**config.mk**
```make
export PLATFORM = sky130hd
export DESIGN_NAME = indexed_doubly_linked_list_core
export DESIGN_NICKNAME = d
export VERILOG_FILES = /design/src/design/idll_pkg.sv /design/src/design/idll_front.sv /design/src/design/idll_back.sv /design/src/design/indexed_doubly_linked_list_core.sv
export SDC_FILE = /design/constraint.sdc
export NUM_CORES = 2
export LEC_CHECK = 0
export ABC_AREA = 1
export BUFFER_PORTS_ARGS = -buffer_cell sky130_fd_sc_hd__buf_2
export CAP_MARGIN = 30
export CORE_MARGIN = 8
export CORE_UTILIZATION = 35
export DETAILED_ROUTE_END_ITERATION = 10
export PLACE_DENSITY_LB_ADDON = 0.2
export SYNTH_ARGS = -nofsm -noshare
export SYNTH_HDL_FRONTEND = slang
export SYNTH_SLANG_ARGS = --single-unit
export TNS_END_PERCENT = 30
```
**constraint.sdc**
```tcl
create_clock -name clk -period 5.3 [get_ports clk]
set_clock_uncertainty 0.05 [all_clocks]
set_input_delay 0.53 -clock clk [delete_from_list [all_inputs] [get_ports clk]]
set_output_delay 0.53 -clock clk [all_outputs]
set_load 0.01 [all_outputs]
```
**src/design/idll_pkg.sv**
```systemverilog
// Package for the indexed doubly linked list core: function codes, status codes
// and the word passed from the front end to the back end. No dependencies.
package idll_pkg;

  typedef enum logic [3:0] {
    FN_FRONT      = 4'd0,
    FN_BACK       = 4'd1,
    FN_AFTER_SLOT = 4'd2,
    FN_BEFORE_SLOT = 4'd3,
    FN_AFTER_KEY  = 4'd4,
    FN_BEFORE_KEY = 4'd5,
    FN_ERASE      = 4'd6,
    FN_FIND       = 4'd7,
    FN_READ       = 4'd8
  } func_t;

  localparam logic [1:0] ST_OK   = 2'd0;
  localparam logic [1:0] ST_BAD  = 2'd1;
  localparam logic [1:0] ST_MISS = 2'd2;
  localparam logic [1:0] ST_FULL = 2'd3;

  // One classified command as queued between front and back end.
  typedef struct packed {
    logic [3:0]  func;
    logic [31:0] value;
    logic [31:0] key;
    logic [5:0]  slot;
  } cmd_t;

endpackage

```
**src/design/idll_front.sv**
```systemverilog
// Front end of the linked list core: accepts input words into a short queue.
// Depends on idll_pkg.
module idll_front #(
  parameter int DEPTH = 2
) (
  input  logic            clk,
  input  logic            rst,
  input  logic            in_valid,
  output logic            in_ready,
  input  idll_pkg::cmd_t  in_cmd,
  output logic            q_valid,
  input  logic            q_ready,
  output idll_pkg::cmd_t  q_cmd
);
  localparam int AW = (DEPTH > 1) ? $clog2(DEPTH) : 1;

  idll_pkg::cmd_t    mem [DEPTH];
  logic [AW-1:0]     wr_ptr;
  logic [AW-1:0]     rd_ptr;
  logic [AW:0]       count;
  logic              push;
  logic              pop;

  assign in_ready = (count != (AW+1)'(DEPTH));
  assign q_valid  = (count != '0);
  assign q_cmd    = mem[rd_ptr];
  assign push     = in_valid && in_ready;
  assign pop      = q_valid && q_ready;

  always_ff @(posedge clk) begin
    if (push) begin
      mem[wr_ptr] <= in_cmd;
    end
  end

  always_ff @(posedge clk) begin
    if (rst) begin
      wr_ptr <= '0;
      rd_ptr <= '0;
      count  <= '0;
    end else begin
      if (push) begin
        wr_ptr <= (wr_ptr == AW'(DEPTH-1)) ? '0 : wr_ptr + 1'b1;
      end
      if (pop) begin
        rd_ptr <= (rd_ptr == AW'(DEPTH-1)) ? '0 : rd_ptr + 1'b1;
      end
      count <= count + (AW+1)'(push) - (AW+1)'(pop);
    end
  end

  assert property (@(posedge clk) disable iff (rst) count <= (AW+1)'(DEPTH))
    else $error("queue count overflow");
  assert property (@(posedge clk) disable iff (rst)
    (count == '0) |-> !q_valid)
    else $error("empty queue presents a word");
  assert property (@(posedge clk) disable iff (rst)
    (pop && !push) |=> count == $past(count) - 1'b1)
    else $error("queue count lost a pop");
endmodule

```
**src/design/idll_back.sv**
```systemverilog
// Back end of the linked list core: the link tables, the chain walker and the
// relink sequencer. Depends on idll_pkg.
module idll_back #(
  parameter int CAPACITY   = 64,
  parameter int VALUE_BITS = 32
) (
  input  logic            clk,
  input  logic            rst,
  input  logic            q_valid,
  output logic            q_ready,
  input  idll_pkg::cmd_t  q_cmd,
  output logic            out_valid,
  input  logic            out_ready,
  output logic [1:0]      status,
  output logic [5:0]      slot_out,
  output logic [31:0]     value_out
);
  localparam int IW = $clog2(CAPACITY);

  typedef enum logic [10:0] {
    S_CLEAR  = 11'b00000000001,
    S_IDLE   = 11'b00000000010,
    S_RDA    = 11'b00000000100,
    S_WAITA  = 11'b00000001000,
    S_SRCH   = 11'b00000010000,
    S_SWAIT  = 11'b00000100000,
    S_PREV   = 11'b00001000000,
    S_PWAIT  = 11'b00010000000,
    S_LINK   = 11'b00100000000,
    S_LINK2  = 11'b01000000000,
    S_DONE   = 11'b10000000000
  } state_t;

  state_t state;

  // Memories, one port each, registered read.
  logic [VALUE_BITS-1:0] vals  [CAPACITY];
  logic [IW-1:0]         nexts [CAPACITY];
  logic [IW-1:0]         prevs [CAPACITY];
  logic [CAPACITY-1:0]   in_use;

  logic [IW-1:0]         v_ra, n_ra, p_ra;
  logic [VALUE_BITS-1:0] v_rd;
  logic [IW-1:0]         n_rd, p_rd;
  logic                  n_we, p_we, v_we;
  logic [IW-1:0]         n_wa, p_wa, v_wa;
  logic [IW-1:0]         n_wd, p_wd;
  logic [VALUE_BITS-1:0] v_wd;

  always_ff @(posedge clk) begin
    if (v_we) vals[v_wa] <= v_wd;
    v_rd <= vals[v_ra];
  end
  always_ff @(posedge clk) begin
    if (n_we) nexts[n_wa] <= n_wd;
    n_rd <= nexts[n_ra];
  end
  always_ff @(posedge clk) begin
    if (p_we) prevs[p_wa] <= p_wd;
    p_rd <= prevs[p_ra];
  end

  idll_pkg::cmd_t        cmd;
  logic [IW-1:0]         free_head;
  logic [IW-1:0]         clr;
  logic [IW-1:0]         cur;
  logic [IW:0]           steps;
  logic [IW-1:0]         p, q, n, res;
  logic [1:0]            sub;
  logic [VALUE_BITS-1:0] val_w, key_w, target;
  logic [1:0]            st_r;
  logic [5:0]            so_r;
  logic [31:0]           vo_r;
  logic                  slot_in;
  logic [IW-1:0]         slot_ix;

  function automatic logic [VALUE_BITS-1:0] widen(input logic [31:0] x);
    logic [63:0] w;
    w = {{32{x[31]}}, x};
    return w[VALUE_BITS-1:0];
  endfunction

  assign val_w   = widen(cmd.value);
  assign key_w   = widen(cmd.key);
  assign target  = (cmd.func == idll_pkg::FN_ERASE || cmd.func == idll_pkg::FN_FIND)
                   ? val_w : key_w;
  assign slot_in = (32'(cmd.slot) < CAPACITY);
  assign slot_ix = IW'(cmd.slot);

  assign q_ready   = (state == S_IDLE);
  assign out_valid = (state == S_DONE);
  assign status    = st_r;
  assign slot_out  = so_r;
  assign value_out = vo_r;

  // Memory port control. Link walks read next and value of the same slot.
  always_comb begin
    v_ra = cur; n_ra = cur; p_ra = cur;
    n_we = 1'b0; p_we = 1'b0; v_we = 1'b0;
    n_wa = '0; p_wa = '0; v_wa = '0;
    n_wd = '0; p_wd = '0; v_wd = val_w;
    unique case (state)
      S_CLEAR: begin
        n_we = 1'b1; p_we = 1'b1; n_wa = clr; p_wa = clr;
        n_wd = (clr == '0 || clr == IW'(CAPACITY-1)) ? '0 : clr + 1'b1;
      end
      S_LINK: begin
        unique case (sub)
          2'd0: begin
            n_we = 1'b1; n_wa = q; n_wd = n;
            p_we = 1'b1; p_wa = q; p_wd = p;
            v_we = 1'b1; v_wa = q;
          end
          default: begin
            n_we = 1'b1; n_wa = p; n_wd = q;
            p_we = 1'b1; p_wa = n; p_wd = q;
          end
        endcase
      end
      S_LINK2: begin
        // Erase: res between p and n.
        unique case (sub)
          2'd0: begin
            n_we = 1'b1; n_wa = p; n_wd = n;
            p_we = 1'b1; p_wa = n; p_wd = p;
          end
          default: begin
            n_we = 1'b1; n_wa = res; n_wd = free_head;
            p_we = 1'b1; p_wa = res; p_wd = '0;
          end
        endcase
      end
      default: ;
    endcase
  end

  always_ff @(posedge clk) begin
    if (state == S_IDLE && q_valid) cmd <= q_cmd;
  end

  always_ff @(posedge clk) begin
    if (rst) begin
      state     <= S_CLEAR;
      clr       <= '0;
      free_head <= IW'(1);
      in_use    <= '0;
      cur <= '0; steps <= '0; p <= '0; q <= '0; n <= '0; res <= '0; sub <= '0;
      st_r <= idll_pkg::ST_OK; so_r <= '0; vo_r <= '0;
    end else begin
      unique case (state)
        S_CLEAR: begin
          clr <= clr + 1'b1;
          if (clr == IW'(CAPACITY-1)) state <= S_IDLE;
        end
        S_IDLE: begin
          if (q_valid) begin
            st_r <= idll_pkg::ST_OK; so_r <= '0; vo_r <= '0;
            state <= S_RDA;
          end
        end
        S_RDA: begin
          // Choose what to read: the given slot, or the sentinel to start.
          sub <= '0;
          unique case (cmd.func) inside
            idll_pkg::FN_FRONT, idll_pkg::FN_BACK: begin
              cur <= '0; state <= S_WAITA;
            end
            idll_pkg::FN_AFTER_SLOT, idll_pkg::FN_BEFORE_SLOT, idll_pkg::FN_READ: begin
              if (!slot_in || (slot_ix != '0 && !in_use[slot_ix]) ||
                  (cmd.func == idll_pkg::FN_READ && slot_ix == '0)) begin
                st_r <= idll_pkg::ST_BAD; state <= S_DONE;
              end else begin
                cur <= slot_ix; state <= S_WAITA;
              end
            end
            idll_pkg::FN_AFTER_KEY, idll_pkg::FN_BEFORE_KEY,
            idll_pkg::FN_ERASE, idll_pkg::FN_FIND: begin
              cur <= '0; steps <= '0; state <= S_SRCH;
            end
            default: state <= S_DONE;
          endcase
        end
        S_WAITA: begin
          // Wait for the registered read of slot cur.
          if (sub == 2'd0) begin
            sub <= 2'd1;
          end else begin
            sub <= '0;
            if (cmd.func == idll_pkg::FN_READ) begin
              vo_r <= 32'(v_rd); state <= S_DONE;
            end else begin
              // Insert parent p, for "before" forms the predecessor of cur.
              if (cmd.func == idll_pkg::FN_BACK || cmd.func == idll_pkg::FN_BEFORE_SLOT)
                p <= p_rd;
              else
                p <= cur;
              state <= S_PREV;
            end
          end
        end
        S_SRCH: begin
          // Issue read of cur's next link; value of cur compared in S_SWAIT.
          state <= S_SWAIT; sub <= '0;
        end
        S_SWAIT: begin
          if (sub == 2'd0) begin
            sub <= 2'd1;
          end else begin
            if (cur != '0 && v_rd == target) begin
              res <= cur;
              if (cmd.func == idll_pkg::FN_FIND) begin
                so_r <= 6'(cur); state <= S_DONE;
              end else if (cmd.func == idll_pkg::FN_ERASE) begin
                p <= p_rd; n <= n_rd; sub <= '0; state <= S_LINK2;
              end else begin
                p <= (cmd.func == idll_pkg::FN_BEFORE_KEY) ? p_rd : cur;
                state <= S_PREV;
              end
            end else if ((cur != '0 || steps != '0) &&
                         (n_rd == '0 || steps == (IW+1)'(CAPACITY-1))) begin
              st_r <= idll_pkg::ST_MISS; state <= S_DONE;
            end else if (cur == '0 && steps == '0 && n_rd == '0) begin
              st_r <= idll_pkg::ST_MISS; state <= S_DONE;
            end else begin
              cur <= n_rd; steps <= steps + 1'b1; state <= S_SRCH;
            end
          end
        end
        S_PREV: begin
          // Full check, then read next of p and next of the free head.
          if (free_head == '0) begin
            st_r <= idll_pkg::ST_FULL; state <= S_DONE;
          end else begin
            q <= free_head; cur <= p; sub <= '0; state <= S_PWAIT;
          end
        end
        S_PWAIT: begin
          unique case (sub)
            2'd0: sub <= 2'd1;
            2'd1: begin n <= n_rd; cur <= q; sub <= 2'd2; end
            2'd2: sub <= 2'd3;
            default: begin
              free_head <= n_rd; sub <= '0; state <= S_LINK;
            end
          endcase
        end
        S_LINK: begin
          if (sub == 2'd0) begin
            sub <= 2'd1;
          end else begin
            in_use[q] <= 1'b1; so_r <= 6'(q); state <= S_DONE;
          end
        end
        S_LINK2: begin
          if (sub == 2'd0) begin
            sub <= 2'd1;
          end else begin
            in_use[res] <= 1'b0; free_head <= res; so_r <= 6'(res); state <= S_DONE;
          end
        end
        S_DONE: begin
          if (out_ready) state <= S_IDLE;
        end
        default: state <= S_IDLE;
      endcase
    end
  end

  assert property (@(posedge clk) disable iff (rst)
    (out_valid && st_r != idll_pkg::ST_OK) |-> so_r == '0)
    else $error("failure reports a slot");
  assert property (@(posedge clk) disable iff (rst)
    (out_valid && !out_ready) |=> out_valid && $stable(so_r))
    else $error("result dropped while stalled");
  assert property (@(posedge clk) disable iff (rst) !in_use[0])
    else $error("sentinel marked in use");
endmodule

```
**src/design/indexed_doubly_linked_list_core.sv**
```systemverilog
// Indexed doubly linked list core over a table of CAPACITY slots with a free
// chain. Depends on idll_pkg, idll_front and idll_back.
// After reset a clearing pass over every slot rebuilds the link tables; up to
// two words wait in the front queue meanwhile. Each word yields one result.
// Value searches walk the chain one link read at a time, paced by the registered
// single read port of the link tables.
module indexed_doubly_linked_list_core #(
  parameter int CAPACITY   = 64,
  parameter int VALUE_BITS = 32
) (
  input  logic        clk,
  input  logic        rst,
  input  logic        in_valid,
  output logic        in_ready,
  input  logic [3:0]  func,
  input  logic [31:0] value,
  input  logic [31:0] key,
  input  logic [5:0]  slot,
  output logic        out_valid,
  input  logic        out_ready,
  output logic [1:0]  status,
  output logic [5:0]  slot_out,
  output logic [31:0] value_out
);
  idll_pkg::cmd_t in_cmd, q_cmd;
  logic           q_valid, q_ready;

  assign in_cmd = '{func: func, value: value, key: key, slot: slot};

  idll_front #(.DEPTH(2)) u_front (
    .clk, .rst, .in_valid, .in_ready, .in_cmd,
    .q_valid, .q_ready, .q_cmd
  );

  idll_back #(.CAPACITY(CAPACITY), .VALUE_BITS(VALUE_BITS)) u_back (
    .clk, .rst, .q_valid, .q_ready, .q_cmd,
    .out_valid, .out_ready, .status, .slot_out, .value_out
  );
endmodule
```
-- Yosys cells after proc, flatten, opt, wreduce, memory -nomap -nowiden
Memories as Yosys holds them, arrays and structs flattened. A register that Yosys moved wholly into a read port is not among the register bits.
Index checks and enable logic that the tools add are counted.
- register bits after elaboration: 170
- memory bits (writable): 2964
- logic and storage cells: 267
- memories: 4
- memory list (name ; depth ; width ; rd ports ; clocked after memory_dff ; wr ports ; line ; RTL):
    u_back.vals ; 64 ; 32 ; 1 ; 1 ; 1 ; idll_back.sv:37 ; logic [VALUE_BITS-1:0] vals [CAPACITY];
    u_back.nexts ; 64 ; 6 ; 1 ; 1 ; 1 ; idll_back.sv:38 ; logic [IW-1:0] nexts [CAPACITY];
    u_back.prevs ; 64 ; 6 ; 1 ; 1 ; 1 ; idll_back.sv:39 ; logic [IW-1:0] prevs [CAPACITY];
    u_front.mem ; 2 ; 74 ; 1 ; 1 ; 1 ; idll_front.sv:17 ; idll_pkg::cmd_t mem [DEPTH];
- $add $sub $neg: 6
- $lt $le $gt $ge: 5
- equal/unequal tests: 56
- mux-type cells: 114
- bitwise gates (word level): 5
- reduce and logical (&&, ||, !) cells: 60
- operators with widths (operator ; number):
    6-bit 2-to-1 mux ; 38
    11-bit 2-to-1 mux ; 14
    32-bit 2-to-1 mux ; 4
    64-bit 2-to-1 mux ; 2
    64-bit case mux with 2 select lines ; 1
    11-bit case mux with 10 select lines ; 1
    64-bit bitwise AND ; 1
    64-bit NOT ; 1
    64-bit bitwise OR ; 1
    32-bit case mux with 2 select lines ; 1
    6-bit case mux with 2 select lines ; 5
    6-bit case mux with 3 select lines ; 3
    6-bit case mux with 4 select lines ; 2
    7-bit 2-to-1 mux ; 5
    11-bit case mux with 3 select lines ; 1
    32-bit equality test ; 1
    6-bit zero test ; 5
    2-bit 2-to-1 mux ; 14
    2-bit inequality test (second input constant) ; 14
    2-bit by 1-bit inequality test with 1-bit output (second input constant) ; 12
    6-bit AND reduction ; 4
    6-bit by 7-bit less-than comparator with 1-bit output (second input constant) ; 3
    6-bit nonzero test ; 3
    4-bit by 3-bit equality test with 1-bit output (second input constant) ; 4
    55 further kinds ; 106

-- Longest topological paths before layout
- depth after elaboration: 8
- depth in mapped cells: 19
- depth with buffers taken out: 18

-- Cells and area by module
A second synthesis with hierarchy kept.
- cell total of the unflattened synthesis: 10390
- area total of the unflattened synthesis: 130027.2 um^2
- by module, submodules not included (module ; instances ; cells each ; area an instance (um^2) ; seq. area each (um^2)):
    idll_back ; 1 ; 10124 ; 124205.4 ; 90987.3
    idll_front ; 1 ; 266 ; 5821.8 ; 4544.4

-- Least setup slack after synthesis
No wires, ideal clock.
- kind: flip-flop to flip-flop
- start: reg u_back.state[6]
- end: reg u_front.count[1]
- data arrival time: 5.385 ns
- data required time: 5.180 ns
- setup slack: -0.205 ns
- stages on the path, launching flop included: 14
- period minus slack after synthesis: 5.505 ns
- cells stage by stage: dfxtp_1 -> nor2_1 -> nand3_1 -> inv_1 -> nand2_1 -> nor2_1 -> inv_1 -> nor2_1 -> ha_1 -> inv_1 -> ha_1 -> xor2_1 -> o21ai_0 -> a21oi_1
- cells in the longest elaborated chain, start to end: 3
- RTL lines (element ; line ; RTL):
    from (decl) ; idll_back.sv:34 ; state_t state;
    from (signal assigned) ; idll_back.sv:143 ; state <= S_CLEAR;
    from (signal assigned) ; idll_back.sv:153 ; if (clr == IW'(CAPACITY-1)) state <= S_IDLE;
    from (signal assigned) ; idll_back.sv:158 ; state <= S_RDA;
    11-bit by 2-bit equality test with 1-bit output ; idll_back.sv:90 ; assign q_ready = (state == S_IDLE);
    1-bit logical AND ; idll_front.sv:28 ; assign pop = q_valid && q_ready;
    named net u_front.pop ; idll_front.sv:22 ; logic pop;
    2-bit by 1-bit subtractor with 2-bit output ; idll_front.sv:48 ; count <= count + (AW+1)'(push) - (AW+1)'(pop);
    to (signal assigned) ; idll_front.sv:48 ;
    to (decl) ; idll_front.sv:20 ; logic [AW:0] count;
The timed path passes the listed nets, and every way through them passes these cells.
A chain may end at the register's enable or synchronous reset.

-- Worst setup path after layout
- start: reg u_back.state[2]
- end: mem u_back.nexts[4][4] in the netlist's numbering (enable)
- cells in the longest elaborated chain, start to end: 5
- RTL lines (element ; line ; RTL):
    11-bit by 1-bit equality test with 1-bit output (tied with other cells) ; idll_back.sv:102 ; unique case (state)
    3-bit OR reduction (no line) ; n/a ;
    1-bit 2-to-1 mux ; n/a ;
    1-bit 2-to-1 mux ; idll_back.sv:55 ; if (n_we) nexts[n_wa] <= n_wd;
    1-bit 2-to-1 mux (not written as such) ; idll_back.sv:55 ;
    to (decl) ; idll_back.sv:38 ;
Several ways; a longest one is shown, not always the timed one.

==> impl_metrics.ini <==
[drt]
drc = 0
totalWireLength_um = 433000
routed-via-count = 88900
wl_per_cell_um = 27.2
vias_per_cell = 5.58
drt_iter0_drc = 10300
ant_nets = 0
drt_first_pass_iters = 6

[logic_synthesis]
yosys_warnings = 0
synth.avg_cell_area_um2 = 12.3
synth-edff-count = 3038
yosysMostFrequentCell = edfxtp_1
synthCells = 10600
ys_async_sr_fraction = 0
yosys-top-cells-count = edfxtp_1, nor2_1, o21ai_0
yosysUniqueCellTypes = 58
synth_ff_type = edfxtp_1
syn_area_um2 = 130000
synth_area_leaders = edfxtp_1, o21ai_0, nor2_1, o22ai_1, dfxtp_1
yosys.area.top_type = edfxtp_1
synth_nets = 10600
synth-seq-cells = 3252
netlist.area_leader.share = 0.704
yosysSeqAreaShare = 0.737

[layout]
fin_area_um2 = 149000
fin_nets = 10800
area_delta_synth_final_pct = 15.3
layout-drive-gt1-share = 0.0969
final_cells = 15900
fillers = 34600

[placed_design]
io_buffers = 119
gp_congestion = 0.891
dpl.hpwl_um = 250000
placed_area_um2 = 137000
placed_cells = 15200

[die]
start_util = 0.351
dieArea_um2 = 390000
die_y_um = 625
core_region_area_um2 = 369000
core.rowCount = 223
io_pins = 120
dieWidth_um = 625

[timing]
hold_viol = 0
rsz0062_at_grt = false
maxSlewHeadroom = 0.207
drv_slew = 0
fin_tns_setup_ps = 0
tightest_slew_ps = 1190
finalCritPeriodShare = 0.753
setup_viol = 0
fin_crit_ps = 3990
fmax_mhz = 250

[global_route]
antenna_found_initial = 23
grt_pass1_vias = 85900
overflow = 0
track_usage = 0.212
grt_start_max_net_pins = 182
grt_pass1_wl_um = 616000

[pwr]
p_seq_frac = 0.498
power_leakage_nw = 48.4
ir_drop_mv = 0.325
switchingPower_mw = 14.6
combPwrFrac = 0.085
p_per_area_nw_per_um2 = 399
power_mw = 59.6
swShare = 0.246
p_int_mw = 45.0
clkPwrFrac = 0.417

[clocking]
cts-resized-gates = 0
post_cts_buffers = 0
clkLatencyLatePin_ps = 940
clock_sink_count = 3252
root_buffer = clkbuf_16
postCtsHoldBufs = 76
clkTransAtPathRegs_ps = 60
cts_max_path_buffers = 4
htreeDepth = 5
numCtsBuffers = 344
cts_tree = done

[worst_setup_path]
cp.arrival_ps = 4510
critPathRequiredTime_ps = 5820
worstSetupPathType = flip-flop to flip-flop
worstPathMaxFanout = 11
cp-end-kind = flip-flop
start_kind = flip-flop

[status]
status = complete, no violations

[flow_run]
cap_violations = 0

[min_path]
hold_class = primary input to flip-flop
[placed cells by master (no fill, tap or decap), types with 7 or more instances in the layout]
cell / n
inv_6: 7
a221oi_1: 9
edfxtp_1: 3038
clkbuf_16: 356
o31ai_1: 9
o32ai_1: 15
nor3_1: 35
o22ai_1: 706
nor2_4: 72
buf_2: 122
nand3_1: 201
inv_1: 184
nor2_1: 2058
dfxtp_1: 207
dlygate4sd3_1: 76
mux2i_1: 20
o211ai_1: 50
o221ai_1: 85
o221a_2: 7
nand4_1: 52
diode_2: 8
o21ai_0: 1871
clkinv_2: 51
clkinv_1: 66
buf_12: 44
o2111ai_1: 16
a211oi_1: 41
buf_4: 258
clkbuf_8: 22
inv_2: 10
nand3b_1: 10
clkbuf_1: 78
ha_1: 10
bufinv_16: 42
nand2_1: 849
clkinvlp_4: 7
a21oi_1: 185
[sequential cells by signal, indices dropped and copies added (netlist names), 6 cells and up]
signal            cells
u_back.prevs        384
u_front.mem         148
u_back.steps          7
u_back.v_rd          32
u_back.slot_out       6
u_back.cur            6
u_back.in_use        64
u_back.p              6
u_back.n              6
u_back.slot_ix        6
u_back.value_out     32
u_back.vals        2048
u_back.key_w         32
u_back.q              6
u_back.res            6
u_back.v_wd          32
u_back.free_head      6
u_back.nexts        384
u_back.clr            6
u_back.state         11
u_back.n_rd           6
u_back.p_rd           6
[metal layers]
metal  routed length, µm  global-route usage  vias up
met5                  52                   0        -
met4               18700              0.0849        8
met3               28500              0.0270      746
met2              205000               0.350     3755
met1              181000               0.284    45200
li1                    -                   -    39200
[through the flow]
| step | setup slack [ps] | hold slack [ps] | utilization |
|---|---|---|---|
| after floorplan | 627 | 391 | - |
| after global placement | 1080 | 389 | 0.371 |
| after detailed placement | 1410 | 394 | 0.372 |
| after CTS | 1320 | 108 | 0.405 |
| after global routing | 991 | 186 | 0.405 |
| final | 1310 | 181 | 0.405 |
[power groups by stage]
stage	Clock, mW	Combinational [mW]	Sequential [mW]
floorplan	0	2.48	30.2
global placement	0	4.98	30.3
detailed placement	0	5.02	30.3
CTS	25.2	5.08	29.7
global route	26.1	5.46	29.7
finish	24.8	5.08	29.7
[layout make-up]
cell class                 count  area (µm²)  share of cell area
sequential                  3252       95500               0.639
multi-input combinational   6391       31100               0.208
clock buffer                 456        9500              0.0636
tap                         4950        6190              0.0414
timing repair buffer         506        4290              0.0287
clock inverter               177        2020              0.0135
inverter                     204         796             0.00532
antenna                        8        20.0            0.000134
[critical path, cell delays in order, from the launching register on]
cell,delay (ps)
dfxtp_1,310
nor2_1,200
nand3_1,210
nor2_4,220
nand3_2,330
inv_2,300
nand2_1,150
o22ai_1,220
a211oi_1,130
nor2_1,180
nand2_1,600
nor2_1,700
[logic make-up after synthesis]
group	Yosys count	synth area share
adders and majority gates	10	0.000965
AOI/OAI and AO/OA	3042	0.131
xor gates and xnor gates	9	0.000608
buffers and inverters	915	0.0283
DFF	3252	0.737
muxes	20	0.00154
and+or+nand+nor	3310	0.101
[path summary, 6_finish.rpt]
| path | from | end | slack [ps] | cells past startpoint |
|---|---|---|---|---|
| setup reg to reg | u_back.state[2]$_SDFFE_PP0P_ | u_back.nexts[4][4]$_DFFE_PP_ | 1310 | 11 |
| hold / removal | rst | u_front.count[0]$_SDFF_PP0_ | 180 | 3 |
| setup / recovery | u_back.state[2]$_SDFFE_PP0P_ | u_back.nexts[4][4]$_DFFE_PP_ | 1310 | 11 |
| hold reg to reg | u_back.status[1]$_SDFFE_PP0P_ | u_back.status[1]$_SDFFE_PP0P_ | 410 | 2 |
(Power assumes the default switching activity.)
